==> src/rtl/core/assert_macros.svh <==
`ifndef ASSERT_MACROS_SVH
`define ASSERT_MACROS_SVH

// Both macros are inactive while the synchronous reset is asserted.

// The consequent must hold in the same cycle as the antecedent.
`define GSC_ASSERT_IMP(lbl, clk, rst_n, ante, cons, msg) \
  lbl: assert property (@(posedge clk) disable iff (!rst_n) (ante) |-> (cons)) \
    else $error(msg);

// The consequent must hold in the cycle after the antecedent.
`define GSC_ASSERT_NXT(lbl, clk, rst_n, ante, cons, msg) \
  lbl: assert property (@(posedge clk) disable iff (!rst_n) (ante) |=> (cons)) \
    else $error(msg);

`endif

==> src/rtl/core/gsc_pkg.sv <==
package gsc_pkg;

  localparam int LAT_W    = 27;
  localparam int LON_W    = 28;
  localparam int LVL_W    = 3;
  localparam int FACTOR_W = 10;

  localparam int MICRO         = 1000000;
  localparam int LAT_DIV       = 2 * MICRO;
  localparam int LON_DIV       = MICRO;
  localparam int DEC_DIV       = 10;
  localparam int LON_ORIGIN    = 100000000;
  localparam int PRIMARY_LIMIT = 100;

  // Three times the latitude needs two more bits than the latitude.
  localparam int Y_W = LAT_W + 2;
  localparam int D_W = LON_W;

  localparam int LAT1_Q_W = $clog2(((longint'(1) << Y_W) / LAT_DIV) + 1);
  localparam int LAT1_R_W = $clog2(LAT_DIV);
  localparam int LON1_Q_W = $clog2(((longint'(1) << D_W) / LON_DIV) + 1);
  localparam int LON1_R_W = $clog2(LON_DIV);

  localparam int TLAT_W   = FACTOR_W + LAT1_R_W;
  localparam int TLON_W   = FACTOR_W + LON1_R_W;
  localparam int LAT2_Q_W = $clog2(((longint'(1) << TLAT_W) / LAT_DIV) + 1);
  localparam int LON2_Q_W = $clog2(((longint'(1) << TLON_W) / LON_DIV) + 1);

  localparam int IDX_W    = FACTOR_W + LAT1_Q_W;
  localparam int DEC_Q_W  = $clog2(((longint'(1) << IDX_W) / DEC_DIV) + 1);
  localparam int DEC_R_W  = $clog2(DEC_DIV);

  localparam logic [LVL_W-1:0] LVL_FIRST   = 3'd1;
  localparam logic [LVL_W-1:0] LVL_SECOND  = 3'd2;
  localparam logic [LVL_W-1:0] LVL_THIRD   = 3'd3;
  localparam logic [LVL_W-1:0] LVL_HALF    = 3'd4;
  localparam logic [LVL_W-1:0] LVL_QUARTER = 3'd5;
  localparam logic [LVL_W-1:0] LVL_EIGHTH  = 3'd6;

  typedef enum logic [1:0] {
    ST_OK        = 2'd0,
    ST_BAD_LEVEL = 2'd1,
    ST_LAT_RANGE = 2'd2,
    ST_LON_RANGE = 2'd3
  } status_t;

  typedef struct packed {
    logic [LAT_W-1:0] lat_micro;
    logic [LON_W-1:0] lon_micro;
    logic [LVL_W-1:0] level;
  } gsc_in_t;

  typedef struct packed {
    status_t    status;
    logic [6:0] lat_primary;
    logic [6:0] lon_primary;
    logic [2:0] lat_second;
    logic [2:0] lon_second;
    logic [3:0] lat_third;
    logic [3:0] lon_third;
    logic [2:0] half_code;
    logic [2:0] quarter_code;
    logic [2:0] eighth_code;
  } gsc_out_t;

  // Scaled indices handed to the digit splitter.
  typedef struct packed {
    logic [LVL_W-1:0] lvl;
    status_t          status;
    logic [IDX_W-1:0] lat_idx;
    logic [IDX_W-1:0] lon_idx;
  } gsc_idx_t;

  function automatic logic [FACTOR_W-1:0] level_factor(input logic [LVL_W-1:0] lvl);
    logic [FACTOR_W-1:0] f;
    case (lvl)
      LVL_FIRST:   f = FACTOR_W'(1);
      LVL_SECOND:  f = FACTOR_W'(8);
      LVL_THIRD:   f = FACTOR_W'(80);
      LVL_HALF:    f = FACTOR_W'(160);
      LVL_QUARTER: f = FACTOR_W'(320);
      LVL_EIGHTH:  f = FACTOR_W'(640);
      default:     f = '0;
    endcase
    return f;
  endfunction

endpackage

==> src/rtl/core/grid_square_code_encoder.sv <==
// Throughput: one position per cycle; busy is always low and the pipeline never stalls.
// The depth is set by two reciprocal dividers (by the degree unit, then again after scaling)
// and the divide by ten, each three stages, plus five single stages around them.
// Reset clears only the valid bits of the pipeline; positions in flight at reset give no result.
`include "assert_macros.svh"

module grid_square_code_encoder (
  input  logic              clk,
  input  logic              rst_n,
  input  logic              start,
  input  gsc_pkg::gsc_in_t  in_data,
  output logic              busy,
  output logic              out_strobe,
  output gsc_pkg::gsc_out_t out_data
);

  typedef struct packed {
    logic [gsc_pkg::LVL_W-1:0] lvl;
    logic [gsc_pkg::IDX_W-1:0] base;
  } lat_side_t;

  typedef struct packed {
    gsc_pkg::status_t          status;
    logic [gsc_pkg::IDX_W-1:0] base;
  } lon_side_t;

  logic                         accept;
  gsc_pkg::status_t             fr_status_nxt;
  logic                         fr_vld_r;
  logic [gsc_pkg::Y_W-1:0]      fr_y_r;
  logic [gsc_pkg::D_W-1:0]      fr_d_r;
  logic [gsc_pkg::LVL_W-1:0]    fr_lvl_r;
  gsc_pkg::status_t             fr_status_r;

  logic                         c1_lat_valid;
  logic                         c1_lon_valid;
  logic [gsc_pkg::LAT1_Q_W-1:0] c1_lat_quo;
  logic [gsc_pkg::LON1_Q_W-1:0] c1_lon_quo;
  logic [gsc_pkg::LAT1_R_W-1:0] c1_lat_rem;
  logic [gsc_pkg::LON1_R_W-1:0] c1_lon_rem;
  logic [gsc_pkg::LVL_W-1:0]    c1_lvl;
  logic [1:0]                   c1_status;

  logic [gsc_pkg::FACTOR_W-1:0] factor;
  logic                         sc_vld_r;
  logic [gsc_pkg::TLAT_W-1:0]   sc_t_lat_r;
  logic [gsc_pkg::TLON_W-1:0]   sc_t_lon_r;
  lat_side_t                    sc_lat_r;
  lon_side_t                    sc_lon_r;

  logic                         c2_lat_valid;
  logic                         c2_lon_valid;
  logic [gsc_pkg::LAT2_Q_W-1:0] c2_lat_quo;
  logic [gsc_pkg::LON2_Q_W-1:0] c2_lon_quo;
  lat_side_t                    c2_lat_side;
  lon_side_t                    c2_lon_side;

  logic                         ix_vld_r;
  gsc_pkg::gsc_idx_t            ix_r;

  assign busy   = 1'b0;
  assign accept = start && !busy;

  always_comb begin
    if (in_data.level < gsc_pkg::LVL_FIRST || in_data.level > gsc_pkg::LVL_EIGHTH) begin
      fr_status_nxt = gsc_pkg::ST_BAD_LEVEL;
    end else if (in_data.lon_micro < gsc_pkg::LON_W'(gsc_pkg::LON_ORIGIN)) begin
      fr_status_nxt = gsc_pkg::ST_LON_RANGE;
    end else begin
      fr_status_nxt = gsc_pkg::ST_OK;
    end
  end

  always_ff @(posedge clk) begin
    if (!rst_n) begin
      fr_vld_r <= 1'b0;
      sc_vld_r <= 1'b0;
      ix_vld_r <= 1'b0;
    end else begin
      fr_vld_r <= accept;
      sc_vld_r <= c1_lat_valid;
      ix_vld_r <= c2_lat_valid;
    end
  end

  // Front stage: three times the latitude, and the longitude from the 100 degree origin.
  always_ff @(posedge clk) begin
    fr_y_r      <= gsc_pkg::Y_W'({in_data.lat_micro, 1'b0}) + gsc_pkg::Y_W'(in_data.lat_micro);
    fr_d_r      <= in_data.lon_micro - gsc_pkg::LON_W'(gsc_pkg::LON_ORIGIN);
    fr_lvl_r    <= in_data.level;
    fr_status_r <= fr_status_nxt;
  end

  gsc_cdiv #(
    .NUM_W   (gsc_pkg::Y_W),
    .DIVISOR (gsc_pkg::LAT_DIV),
    .QUO_W   (gsc_pkg::LAT1_Q_W),
    .SIDE_W  (gsc_pkg::LVL_W)
  ) u_lat_deg (
    .clk       (clk),
    .rst_n     (rst_n),
    .in_valid  (fr_vld_r),
    .in_num    (fr_y_r),
    .in_side   (fr_lvl_r),
    .out_valid (c1_lat_valid),
    .out_quo   (c1_lat_quo),
    .out_rem   (c1_lat_rem),
    .out_side  (c1_lvl)
  );

  gsc_cdiv #(
    .NUM_W   (gsc_pkg::D_W),
    .DIVISOR (gsc_pkg::LON_DIV),
    .QUO_W   (gsc_pkg::LON1_Q_W),
    .SIDE_W  (2)
  ) u_lon_deg (
    .clk       (clk),
    .rst_n     (rst_n),
    .in_valid  (fr_vld_r),
    .in_num    (fr_d_r),
    .in_side   (fr_status_r),
    .out_valid (c1_lon_valid),
    .out_quo   (c1_lon_quo),
    .out_rem   (c1_lon_rem),
    .out_side  (c1_status)
  );

  // The whole degrees scale exactly; only the scaled fraction needs a second divide.
  // The latitude adds one to its scaled fraction before the second divide.
  assign factor = gsc_pkg::level_factor(c1_lvl);

  always_ff @(posedge clk) begin
    sc_t_lat_r <= gsc_pkg::TLAT_W'(factor) * gsc_pkg::TLAT_W'(c1_lat_rem)
                  + gsc_pkg::TLAT_W'(1);
    sc_t_lon_r <= gsc_pkg::TLON_W'(factor) * gsc_pkg::TLON_W'(c1_lon_rem);
    sc_lat_r.lvl    <= c1_lvl;
    sc_lat_r.base   <= gsc_pkg::IDX_W'(factor) * gsc_pkg::IDX_W'(c1_lat_quo);
    sc_lon_r.status <= gsc_pkg::status_t'(c1_status);
    sc_lon_r.base   <= gsc_pkg::IDX_W'(factor) * gsc_pkg::IDX_W'(c1_lon_quo);
  end

  gsc_cdiv #(
    .NUM_W   (gsc_pkg::TLAT_W),
    .DIVISOR (gsc_pkg::LAT_DIV),
    .QUO_W   (gsc_pkg::LAT2_Q_W),
    .SIDE_W  ($bits(lat_side_t))
  ) u_lat_frac (
    .clk       (clk),
    .rst_n     (rst_n),
    .in_valid  (sc_vld_r),
    .in_num    (sc_t_lat_r),
    .in_side   (sc_lat_r),
    .out_valid (c2_lat_valid),
    .out_quo   (c2_lat_quo),
    .out_rem   (),
    .out_side  (c2_lat_side)
  );

  gsc_cdiv #(
    .NUM_W   (gsc_pkg::TLON_W),
    .DIVISOR (gsc_pkg::LON_DIV),
    .QUO_W   (gsc_pkg::LON2_Q_W),
    .SIDE_W  ($bits(lon_side_t))
  ) u_lon_frac (
    .clk       (clk),
    .rst_n     (rst_n),
    .in_valid  (sc_vld_r),
    .in_num    (sc_t_lon_r),
    .in_side   (sc_lon_r),
    .out_valid (c2_lon_valid),
    .out_quo   (c2_lon_quo),
    .out_rem   (),
    .out_side  (c2_lon_side)
  );

  always_ff @(posedge clk) begin
    ix_r.lvl     <= c2_lat_side.lvl;
    ix_r.status  <= c2_lon_side.status;
    ix_r.lat_idx <= c2_lat_side.base + gsc_pkg::IDX_W'(c2_lat_quo);
    ix_r.lon_idx <= c2_lon_side.base + gsc_pkg::IDX_W'(c2_lon_quo);
  end

  gsc_digits u_digits (
    .clk       (clk),
    .rst_n     (rst_n),
    .in_valid  (ix_vld_r),
    .in_idx    (ix_r),
    .out_valid (out_strobe),
    .out_data  (out_data)
  );

  `GSC_ASSERT_NXT(a_start_enters, clk, rst_n, start, fr_vld_r, "start not taken into the pipeline")
  `GSC_ASSERT_IMP(a_deg_lanes, clk, rst_n, 1'b1, c1_lat_valid == c1_lon_valid, "degree divider lanes out of step")
  `GSC_ASSERT_IMP(a_frac_lanes, clk, rst_n, 1'b1, c2_lat_valid == c2_lon_valid, "fraction divider lanes out of step")
  `GSC_ASSERT_IMP(a_error_clears, clk, rst_n, out_strobe && (out_data.status != gsc_pkg::ST_OK), (out_data.lat_primary == '0) && (out_data.lon_primary == '0) && (out_data.lat_third == '0) && (out_data.half_code == '0) && (out_data.eighth_code == '0), "error result carries digits")
  `GSC_ASSERT_IMP(a_primary_range, clk, rst_n, out_strobe && (out_data.status == gsc_pkg::ST_OK), (out_data.lat_primary < 7'd100) && (out_data.lon_primary < 7'd100), "first-level pair out of range on a good result")

endmodule

==> src/rtl/core/gsc_cdiv.sv <==
`include "assert_macros.svh"

// Three-stage divider by a constant: reciprocal multiply, remainder, one correction.
module gsc_cdiv #(
  parameter int NUM_W   = 19,
  parameter int DIVISOR = 10,
  parameter int QUO_W   = 16,
  parameter int SIDE_W  = 1
) (
  input  logic                        clk,
  input  logic                        rst_n,
  input  logic                        in_valid,
  input  logic [NUM_W-1:0]            in_num,
  input  logic [SIDE_W-1:0]           in_side,
  output logic                        out_valid,
  output logic [QUO_W-1:0]            out_quo,
  output logic [$clog2(DIVISOR)-1:0]  out_rem,
  output logic [SIDE_W-1:0]           out_side
);

  localparam longint RECIP  = (longint'(1) << NUM_W) / DIVISOR;
  localparam int     REM_W  = $clog2(DIVISOR);
  localparam int     PROD_W = NUM_W + QUO_W;

  // Since the numerator stays below 2**NUM_W, the estimate is low by at most one.
  logic [PROD_W-1:0] prod_a;
  logic              vld_a_r;
  logic [NUM_W-1:0]  num_a_r;
  logic [QUO_W-1:0]  quo_a_r;
  logic [SIDE_W-1:0] side_a_r;

  logic [NUM_W-1:0]  diff_b;
  logic              vld_b_r;
  logic [REM_W:0]    rem_b_r;
  logic [QUO_W-1:0]  quo_b_r;
  logic [SIDE_W-1:0] side_b_r;

  logic              ge_c;
  logic [QUO_W-1:0]  quo_c_nxt;
  logic [REM_W-1:0]  rem_c_nxt;
  logic              vld_c_r;
  logic [QUO_W-1:0]  quo_c_r;
  logic [REM_W-1:0]  rem_c_r;
  logic [SIDE_W-1:0] side_c_r;

  assign prod_a = PROD_W'(in_num) * PROD_W'(RECIP);
  assign diff_b = num_a_r - NUM_W'(quo_a_r) * NUM_W'(DIVISOR);
  assign ge_c   = rem_b_r >= (REM_W+1)'(DIVISOR);

  always_comb begin
    if (ge_c) begin
      quo_c_nxt = quo_b_r + QUO_W'(1);
      rem_c_nxt = REM_W'(rem_b_r - (REM_W+1)'(DIVISOR));
    end else begin
      quo_c_nxt = quo_b_r;
      rem_c_nxt = REM_W'(rem_b_r);
    end
  end

  always_ff @(posedge clk) begin
    if (!rst_n) begin
      vld_a_r <= 1'b0;
      vld_b_r <= 1'b0;
      vld_c_r <= 1'b0;
    end else begin
      vld_a_r <= in_valid;
      vld_b_r <= vld_a_r;
      vld_c_r <= vld_b_r;
    end
  end

  always_ff @(posedge clk) begin
    num_a_r  <= in_num;
    quo_a_r  <= prod_a[NUM_W +: QUO_W];
    side_a_r <= in_side;
    rem_b_r  <= diff_b[REM_W:0];
    quo_b_r  <= quo_a_r;
    side_b_r <= side_a_r;
    quo_c_r  <= quo_c_nxt;
    rem_c_r  <= rem_c_nxt;
    side_c_r <= side_b_r;
  end

  assign out_valid = vld_c_r;
  assign out_quo   = quo_c_r;
  assign out_rem   = rem_c_r;
  assign out_side  = side_c_r;

  `GSC_ASSERT_IMP(a_rem_below_twice, clk, rst_n, vld_b_r, (REM_W+2)'(rem_b_r) < (REM_W+2)'(2 * DIVISOR), "estimated quotient more than one too low")
  `GSC_ASSERT_IMP(a_rem_below_div, clk, rst_n, vld_c_r, (REM_W+1)'(rem_c_r) < (REM_W+1)'(DIVISOR), "corrected remainder not below divisor")
  `GSC_ASSERT_IMP(a_quo_rem_exact, clk, rst_n, vld_c_r, NUM_W'(quo_c_r) * NUM_W'(DIVISOR) + NUM_W'(rem_c_r) == $past(num_a_r, 2), "quotient and remainder do not rebuild numerator")

endmodule

==> src/rtl/core/gsc_digits.sv <==
`include "assert_macros.svh"

// Splits the scaled indices into quadrant codes, decimal digit, octal digit
// and the first-level pair, then applies the range checks.
module gsc_digits (
  input  logic              clk,
  input  logic              rst_n,
  input  logic              in_valid,
  input  gsc_pkg::gsc_idx_t in_idx,
  output logic              out_valid,
  output gsc_pkg::gsc_out_t out_data
);

  typedef struct packed {
    logic [gsc_pkg::LVL_W-1:0] lvl;
    logic [gsc_pkg::IDX_W-1:0] v;
    logic [2:0]                half;
    logic [2:0]                quarter;
    logic [2:0]                eighth;
  } lat_side_t;

  typedef struct packed {
    gsc_pkg::status_t          status;
    logic [gsc_pkg::IDX_W-1:0] v;
  } lon_side_t;

  function automatic logic [2:0] quad_code(input logic lat_b, input logic lon_b);
    return {1'b0, lat_b, lon_b} + 3'd1;
  endfunction

  logic [1:0]                  nq;
  lat_side_t                   lat_nxt;
  lon_side_t                   lon_nxt;
  logic                        d1_vld_r;
  lat_side_t                   d1_lat_r;
  lon_side_t                   d1_lon_r;

  logic                        c10_lat_valid;
  logic                        c10_lon_valid;
  logic [gsc_pkg::DEC_Q_W-1:0] c10_lat_quo;
  logic [gsc_pkg::DEC_Q_W-1:0] c10_lon_quo;
  logic [gsc_pkg::DEC_R_W-1:0] c10_lat_rem;
  logic [gsc_pkg::DEC_R_W-1:0] c10_lon_rem;
  lat_side_t                   lat_s;
  lon_side_t                   lon_s;

  logic [gsc_pkg::IDX_W-1:0]   w_lat;
  logic [gsc_pkg::IDX_W-1:0]   w_lon;
  logic [gsc_pkg::IDX_W-1:0]   prim_lat;
  logic [gsc_pkg::IDX_W-1:0]   prim_lon;
  gsc_pkg::status_t            status_fin;
  gsc_pkg::gsc_out_t           out_nxt;
  logic                        out_vld_r;
  gsc_pkg::gsc_out_t           out_r;

  // The finest levels come off the low bits first, one bit pair per level.
  always_comb begin
    lat_nxt        = '0;
    lon_nxt        = '0;
    lat_nxt.lvl    = in_idx.lvl;
    lon_nxt.status = in_idx.status;
    case (in_idx.lvl)
      gsc_pkg::LVL_EIGHTH: begin
        nq              = 2'd3;
        lat_nxt.eighth  = quad_code(in_idx.lat_idx[0], in_idx.lon_idx[0]);
        lat_nxt.quarter = quad_code(in_idx.lat_idx[1], in_idx.lon_idx[1]);
        lat_nxt.half    = quad_code(in_idx.lat_idx[2], in_idx.lon_idx[2]);
      end
      gsc_pkg::LVL_QUARTER: begin
        nq              = 2'd2;
        lat_nxt.quarter = quad_code(in_idx.lat_idx[0], in_idx.lon_idx[0]);
        lat_nxt.half    = quad_code(in_idx.lat_idx[1], in_idx.lon_idx[1]);
      end
      gsc_pkg::LVL_HALF: begin
        nq              = 2'd1;
        lat_nxt.half    = quad_code(in_idx.lat_idx[0], in_idx.lon_idx[0]);
      end
      default: begin
        nq = 2'd0;
      end
    endcase
    lat_nxt.v = in_idx.lat_idx >> nq;
    lon_nxt.v = in_idx.lon_idx >> nq;
  end

  always_ff @(posedge clk) begin
    if (!rst_n) begin
      d1_vld_r <= 1'b0;
    end else begin
      d1_vld_r <= in_valid;
    end
  end

  always_ff @(posedge clk) begin
    d1_lat_r <= lat_nxt;
    d1_lon_r <= lon_nxt;
  end

  gsc_cdiv #(
    .NUM_W   (gsc_pkg::IDX_W),
    .DIVISOR (gsc_pkg::DEC_DIV),
    .QUO_W   (gsc_pkg::DEC_Q_W),
    .SIDE_W  ($bits(lat_side_t))
  ) u_dec_lat (
    .clk       (clk),
    .rst_n     (rst_n),
    .in_valid  (d1_vld_r),
    .in_num    (d1_lat_r.v),
    .in_side   (d1_lat_r),
    .out_valid (c10_lat_valid),
    .out_quo   (c10_lat_quo),
    .out_rem   (c10_lat_rem),
    .out_side  (lat_s)
  );

  gsc_cdiv #(
    .NUM_W   (gsc_pkg::IDX_W),
    .DIVISOR (gsc_pkg::DEC_DIV),
    .QUO_W   (gsc_pkg::DEC_Q_W),
    .SIDE_W  ($bits(lon_side_t))
  ) u_dec_lon (
    .clk       (clk),
    .rst_n     (rst_n),
    .in_valid  (d1_vld_r),
    .in_num    (d1_lon_r.v),
    .in_side   (d1_lon_r),
    .out_valid (c10_lon_valid),
    .out_quo   (c10_lon_quo),
    .out_rem   (c10_lon_rem),
    .out_side  (lon_s)
  );

  always_comb begin
    w_lat = (lat_s.lvl >= gsc_pkg::LVL_THIRD) ? gsc_pkg::IDX_W'(c10_lat_quo) : lat_s.v;
    w_lon = (lat_s.lvl >= gsc_pkg::LVL_THIRD) ? gsc_pkg::IDX_W'(c10_lon_quo) : lon_s.v;
    prim_lat = (lat_s.lvl >= gsc_pkg::LVL_SECOND) ? (w_lat >> 3) : w_lat;
    prim_lon = (lat_s.lvl >= gsc_pkg::LVL_SECOND) ? (w_lon >> 3) : w_lon;

    if (lon_s.status != gsc_pkg::ST_OK) begin
      status_fin = lon_s.status;
    end else if (prim_lat >= gsc_pkg::IDX_W'(gsc_pkg::PRIMARY_LIMIT)) begin
      status_fin = gsc_pkg::ST_LAT_RANGE;
    end else if (prim_lon >= gsc_pkg::IDX_W'(gsc_pkg::PRIMARY_LIMIT)) begin
      status_fin = gsc_pkg::ST_LON_RANGE;
    end else begin
      status_fin = gsc_pkg::ST_OK;
    end

    out_nxt        = '0;
    out_nxt.status = status_fin;
    if (status_fin == gsc_pkg::ST_OK) begin
      out_nxt.lat_primary  = prim_lat[6:0];
      out_nxt.lon_primary  = prim_lon[6:0];
      out_nxt.half_code    = lat_s.half;
      out_nxt.quarter_code = lat_s.quarter;
      out_nxt.eighth_code  = lat_s.eighth;
      if (lat_s.lvl >= gsc_pkg::LVL_SECOND) begin
        out_nxt.lat_second = w_lat[2:0];
        out_nxt.lon_second = w_lon[2:0];
      end
      if (lat_s.lvl >= gsc_pkg::LVL_THIRD) begin
        out_nxt.lat_third = c10_lat_rem;
        out_nxt.lon_third = c10_lon_rem;
      end
    end
  end

  always_ff @(posedge clk) begin
    if (!rst_n) begin
      out_vld_r <= 1'b0;
    end else begin
      out_vld_r <= c10_lat_valid;
    end
  end

  always_ff @(posedge clk) begin
    out_r <= out_nxt;
  end

  assign out_valid = out_vld_r;
  assign out_data  = out_r;

  `GSC_ASSERT_IMP(a_dec_lanes, clk, rst_n, 1'b1, c10_lat_valid == c10_lon_valid, "decimal divider lanes out of step")
  `GSC_ASSERT_IMP(a_eighth_only_top, clk, rst_n, d1_vld_r && (d1_lat_r.lvl != gsc_pkg::LVL_EIGHTH), d1_lat_r.eighth == 3'd0, "eighth code set below the finest level")
  `GSC_ASSERT_NXT(a_third_digit, clk, rst_n, c10_lat_valid, out_valid && (out_data.lat_third <= 4'd9) && (out_data.lon_third <= 4'd9), "third-level digit not decimal")

endmodule
==> config.mk <==
export PLATFORM = sky130hd
export DESIGN_NAME = grid_square_code_encoder
export DESIGN_NICKNAME = d
export VERILOG_FILES = /design/src/rtl/core/gsc_pkg.sv /design/src/rtl/core/grid_square_code_encoder.sv /design/src/rtl/core/gsc_cdiv.sv /design/src/rtl/core/gsc_digits.sv
export VERILOG_INCLUDE_DIRS = /design/src /design/src/rtl/core
export SDC_FILE = /design/constraint.sdc
export NUM_CORES = 2
export LEC_CHECK = 0
export ABC_CLOCK_PERIOD_IN_PS = 6500
export BUFFER_PORTS_ARGS = -buffer_cell sky130_fd_sc_hd__buf_2
export CORE_ASPECT_RATIO = 0.6
export CORE_MARGIN = 2
export CORE_UTILIZATION = 43
export CTS_CLUSTER_SIZE = 24
export DETAILED_ROUTE_END_ITERATION = 8
export GPL_TIMING_DRIVEN = 1
export PLACE_DENSITY = 0.64
export SYNTH_ARGS = -nofsm -noshare
export SYNTH_HDL_FRONTEND = slang
export SYNTH_SLANG_ARGS = --single-unit
==> constraint.sdc <==
create_clock -name clk -period 6.5 [get_ports clk]
set_clock_uncertainty 0.2 [all_clocks]
set_input_delay 0.325 -clock clk [delete_from_list [all_inputs] [get_ports clk]]
set_output_delay 0.325 -clock clk [all_outputs]
set_load 0.03 [all_outputs]
* Yosys cells after proc, flatten, opt, wreduce, memory -nomap -nowiden *
Cells that the tools add are included.

word-level totals
  logic and storage cells = 188
  output and inout bits = 41
  input bits = 61
  bits in registers = 1071

cells by class
  reduce and logical (&&, ||, !) cells = 5
  add/sub/neg operators = 24
  shift-type cells = 2
  mux-type cells = 22
  $mul = 16
  order comparisons = 13
  equal/unequal tests = 9

operators with widths
  kind                                                                  number
  two-way mux 19 bit                                                    4
  multiplier 19 x 14 -> 33 bit (second input constant)                  2
  case mux 10 bit (6 select lines)                                      1
  greater-or-equal comparator 22 x 21 -> 1 bit (second input constant)  2
  subtractor 22 bit                                                     2
  greater-or-equal comparator 21 x 20 -> 1 bit (second input constant)  2
  multiplier 31 x 11 -> 42 bit (second input constant)                  1
  subtractor 21 bit                                                     2
  multiplier 30 x 11 -> 41 bit (second input constant)                  1
  adder 19 x 11 -> 19 bit                                               2
  greater-or-equal comparator 19 x 7 -> 1 bit (second input constant)   2
  multiplier 10 x 9 -> 19 bit                                           2
  right shift 19 x 2 -> 19 bit                                          2
  multiplier 29 x 7 -> 36 bit (second input constant)                   1
  multiplier 28 x 7 -> 35 bit (second input constant)                   1
  adder 16 x 1 -> 16 bit (second input constant)                        2
  multiplier 16 x 3 -> 4 bit (second input constant)                    2
  two-way mux 16 bit                                                    2
  adder 31 x 1 -> 31 bit (second input constant)                        1
  multiplier 10 x 21 -> 31 bit                                          1
  multiplier 10 x 20 -> 30 bit                                          1
  multiplier 11 x 14 -> 15 bit (second input constant)                  2
  multiplier 9 x 14 -> 15 bit (second input constant)                   2
  adder 28 x 27 -> 29 bit                                               1
  other kinds (29)                                                      50

* Logic depth before layout (Yosys ltp) *
  depth after elaboration = 9
  mapped depth = 26
  mapped depth without buffers = 24

* Modules after synthesis *
Synthesis repeated with hierarchy kept, for this count alone.

unflattened totals
  cell total of the unflattened synthesis = 7170
  area total of the unflattened synthesis = 73769.5 um^2

modules (own cells, without submodules)
  module                          seq. area each (um^2)  area an instance (um^2)  cells each  times used
  grid_square_code_encoder        4244.1                 22696.8                  2431        1
  gsc_cdiv at u_lat_frac          3343.2                 8645.8                   752         1
  gsc_cdiv at u_digits.u_dec_lat  3163.0                 8632.0                   772         1
  gsc_cdiv at u_lon_frac          3223.1                 8499.4                   741         1
  gsc_cdiv at u_digits.u_dec_lon  2562.5                 8230.4                   771         1
  gsc_cdiv at u_lon_deg           1961.9                 6466.2                   658         1
  gsc_cdiv at u_lat_deg           2082.0                 6343.6                   620         1
  gsc_digits                      1861.8                 4255.3                   425         1

* Least setup slack after synthesis *
No wires, ideal clock.

  kind = reg2reg
  from = reg u_lat_deg.side_c_r[2], in the netlist u_lat_deg.out_side[2]
  to = reg sc_t_lon_r[29] (netlist bit)
  path buffers = 2
  data required time = 6.237 ns
  arrival = 6.275 ns
  clock period less this slack = 6.538 ns
  stages on the path, launching flop included = 25
  slack = -0.038 ns
  setup time = 0.063 ns
  cell sequence = dfxtp_1 > and3b_1 > clkbuf_1 > clkbuf_1 > and2_1 > or2_2 > fa_1 > inv_1 > fa_1 > inv_1 > fa_1 > fa_1 > inv_1 > fa_1 > inv_1 > ha_1 > nor3_1 > o2111ai_1 > a41oi_2 > nor2_1 > o21a_1 > a21o_1 > a311o_1 > or4_1 > nand3_1

on the way
  word-level cells in the longest chain between the ends = 3
  elaborated cells on any way between the ends = 8
  those cells by class = mul: 1; eq/ne: 6; mux: 1

ends and longest elaborated chain
  what                                         line                             RTL
  start, declared                              gsc_cdiv.sv:44                   logic [SIDE_W-1:0] side_c_r;
  start signal, assigned                       gsc_cdiv.sv:81                   side_c_r <= side_b_r;
  equality test 3 bit (tied with other cells)  gsc_pkg.sv:76                    case (lvl)
  case mux 10 bit (6 select lines) (*)         gsc_pkg.sv:76
  multiplier 10 x 20 -> 30 bit (*)             grid_square_code_encoder.sv:135  sc_t_lon_r <= gsc_pkg::TLON_W'(factor) * gsc_pkg::TLON_W'(c1_lon_rem);
  end signal, assigned                         grid_square_code_encoder.sv:135
  end, declared                                grid_square_code_encoder.sv:47   logic [gsc_pkg::TLON_W-1:0] sc_t_lon_r;

Mark *: on every way between the ends. The rest lies on a longest branch, timed or not.
A chain may end at the register's enable or synchronous reset.

* Final worst setup path *
  from = reg u_lat_deg.side_c_r[1], in the netlist u_lat_deg.out_side[1]
  to = reg sc_t_lon_r[29] (netlist bit)

The elaborated chain is that of the path after synthesis.

==> impl_results.md <==
* Gpl congestion at 0.901
* Final core occ at 48.5%
* Worst setup margin at 0.178 ns
* Root buffer cell: clkbuf_16
* Initial DRC Count at 2547
* Antenna violations before repair at 2
* Hold path start: in_data[0]
* HP Class: input port to register
* Slew margin rel. at 31.8%
* Synth Flop Type: dfxtp_1
* Core ar. at 0.161 sq mm
* Asr flop ratio synth at 0%
* Max Transition Viols Final at 0
* Post-synth EDFFs at 0
* Drt via density at 4.82
* Avg Inst Size Synth at 10.3 sq um
* Die area at 0.165 sq mm
* DPL Wire Length at 120000 um
* CTS Buf Count at 99
* Worst Tran Pin Value at 1.02 ns
* Critical path arrival at 6.80 ns
* PortBufs at 100
* Commonest cells post-synth: 1249 x inv_1, 1157 x ha_1, 1043 x dfxtp_1
* WP buf/inv at 5
* DR vias at 44879
* Fmax at 158 MHz
* Largest net degree at the start of global routing at 31
* Worst hold path depth at 2
* Status: completed
* Post-route ant nets at 0
* Hold Slack at 0.0622 ns
* Endpoint class of the critical path: register
* Row count at 114
* Warnings, synthesis at 0
* Post-synthesis register bit count at 1043
* DR DRC count at 0
* First-pass GRT wire length at 241000 um
* Tot GR Track Use at 18.2%
* Max incr delay on CP at 0.54 ns
* Final hold viol count at 0
* Nets@finish at 8951
* Synth area leader: dfxtp_1
* Most common cell in the synthesized netlist: inv_1
* Final Cell Area at 0.0779 sq mm
* Clock Sinks at 1043
* Crit Path Max Fanout at 6
* Worst Hold Path EP: fr_lvl_r[0]
* Pre-antenna DRT Iters at 5
* Share of Yosys cell area claimed by the top area cell type at 30.0%
* Synth top area cells: dfxtp_1 30%, ha_1 21%, fa_1 19%
* Setup Crit Path Kind: register to register
* Crit path time final at 6.32 ns
* Post-Route WL at 146000 um
* Reg2reg path depth at 23
* IO Pins at 102
* Die Y-Extent at 315 um
* CTS H-tree depth at 3
* Routed length per instance at 15.7 um
* Flop2flop setup slack at 0.18 ns
* Mapped cell area at 0.0695 sq mm
* Number of distinct library cells after synthesis at 83
* Cell repeated most along the worst path: fa_1
* Critical Path RT at 6.98 ns
* Clk_lat worst skew at 0.74 ns
* Critical path cell sequence: buf_4 -> nor2_4 -> buf_6 -> buf_4 -> and2_1 -> or2_4 -> fa_1 -> fa_1 -> fa_1 -> fa_1 -> inv_1 -> fa_1 -> inv_1 -> ha_4 -> nor3_4 -> o2111ai_2 -> a41oi_2 -> nor2_2 -> o21a_1 -> a21o_1 -> a311o_1 -> or4_1 -> nand3_1
* CTS tree: built
* Cell Area, Placed at 0.0732 sq mm
* Layout cell share with drive strength beyond 1 at 6.99%
* Syn Inst Count at 6750
* Worst slack, placed at -0.0534 ns
* Die width at 523 um
* Vias in the first global route at 46035
* Area growth syn-to-layout at 12.2%
* Worst R2R Start: u_lat_deg.out_side[1]
* Worst flop-to-flop path endpoint: sc_t_lon_r[29]
* Max Root-Sink Buffers at 3
* Register area share after synthesis at 30.0%
* Grt ovf at 0
* CP Launch Type: register
* Tcrit/Tclk final at 97.3%
* Slowest-stage cell, CP: fa_1
* Top Family by Delay on Critical Path: adder cells
* Initial Utilization at 43.2%
* Final setup vio count at 0
* Worst-path clk slew at 0.07 ns
* Post-Syn Nets at 8611
* Maxcap violations at 0
-- cell type report --
| class | instances | area (sq um) |
|---|---|---|
| fillers | 14602 | 82800 |
| multi-input cells | 4378 | 43900 |
| diodes | 1 | 2.50 |
| flip-flops and latches | 1043 | 20900 |
| clock buffers | 124 | 2680 |
| clock inverters | 59 | 627 |
| repair buffers | 319 | 2490 |
| inverters | 1249 | 4690 |
| well taps | 2146 | 2690 |
-- per-layer routing --
metal / global-route usage (%) / routed length, um
met1: 28.1 / 78400
met2: 25.2 / 55900
met3: 4.56 / 9420
met4: 3.84 / 2550
met5: 0.563 / 133
-- kinds of logic after synthesis --
kind of cell    after synthesis  share of synthesized area [%]
mux                          89                           1.33
simple gates               1356                           10.1
flops                      1043                           30.0
xor+xnor                    416                           5.24
fa+ha+maj                  1800                           39.4
buf+inv                    1329                           7.22
compound gates              716                           6.74
other cells                   1                        0.00540
-- metrics by stage --
stage / instances / TNS (ns)
after floorplan: 6750 / 0
after global placement: 9013 / 0
after detailed placement: 9013 / -0.0645
after CTS: 9307 / 0
after global routing: 9319 / -0.0849
final: 9319 / 0
-- state kept, by name, summed over array words and instances, names as in the netlist, 28 cells and up --
name	count
sc_t_lat_r	31
u_digits.u_dec_lat.side_a_r	31
ix_r	43
u_digits.out_data	39
u_digits.d1_lat_r	31
u_digits.u_dec_lat.side_b_r	31
fr_d_r	28
sc_t_lon_r	30
u_digits.u_dec_lat.out_side	31
fr_y_r	29
-- worst register-to-register path: stages, from the launching register on --
cell       delay (ns)
dfxtp_4          0.36
buf_4            0.12
nor2_4           0.05
buf_6            0.13
buf_4            0.14
and2_1           0.18
or2_4            0.25
fa_1             0.47
fa_1             0.54
fa_1             0.45
fa_1             0.50
inv_1            0.06
fa_1             0.54
inv_1            0.07
ha_4             0.16
nor3_4           0.20
o2111ai_2        0.19
a41oi_2          0.24
nor2_2           0.08
o21a_1           0.19
a21o_1           0.18
a311o_1          0.39
or4_1            0.51
nand3_1          0.09
-- worst max-delay path by stage --
stage          slack [ns]  cells after the start             end             startpoint
2_1_floorplan        0.02                     24  sc_t_lon_r[29]  u_lat_deg.out_side[2]
3_3_place_gp         0.04                     22  sc_t_lon_r[29]  u_lat_deg.out_side[2]
3_5_place_dp        -0.05                     21  sc_t_lon_r[29]  u_lat_deg.out_side[2]
4_1_cts              0.03                     22  sc_t_lat_r[29]  u_lat_deg.out_side[2]
5_1_grt             -0.04                     23  sc_t_lon_r[29]  u_lat_deg.out_side[1]
6_report             0.18                     23  sc_t_lon_r[29]  u_lat_deg.out_side[1]
-- timing repair --
item | CTS | global route
hold buffers | 111 | 0
resized for setup | 3 | 51
pin swaps | 0 | 50
endpoints found under the setup margin | 3 | 17
endpoints found under the hold margin | 76 | 0
setup buffers | 0 | 11
-- placed cells by master (no fill, tap or decap), types with 13 or more instances in the layout --
cell type	instances
a211oi_1	28
a21boi_0	22
a21o_1	96
a21oi_1	175
a31o_2	15
a31oi_1	19
and2_1	276
and3_1	83
buf_2	100
buf_4	97
clkbuf_1	14
clkbuf_16	99
clkinv_2	16
dfxtp_1	1040
dlygate4sd3_1	111
fa_1	641
ha_1	1148
inv_1	1249
mux2i_1	78
nand2_1	334
nand2b_1	39
nand3_1	85
nand4_1	36
nor2_1	213
nor2_2	13
nor2b_1	77
nor3_1	82
o211ai_1	15
o21a_1	43
o21ai_0	152
o21bai_1	24
o31ai_1	16
or2_2	32
or3_1	23
xnor2_1	295
xor2_1	121
Power is left out: the tool's default activity adds up to more than one toggle a clock period on the data nets, which glitch-free logic cannot reach.
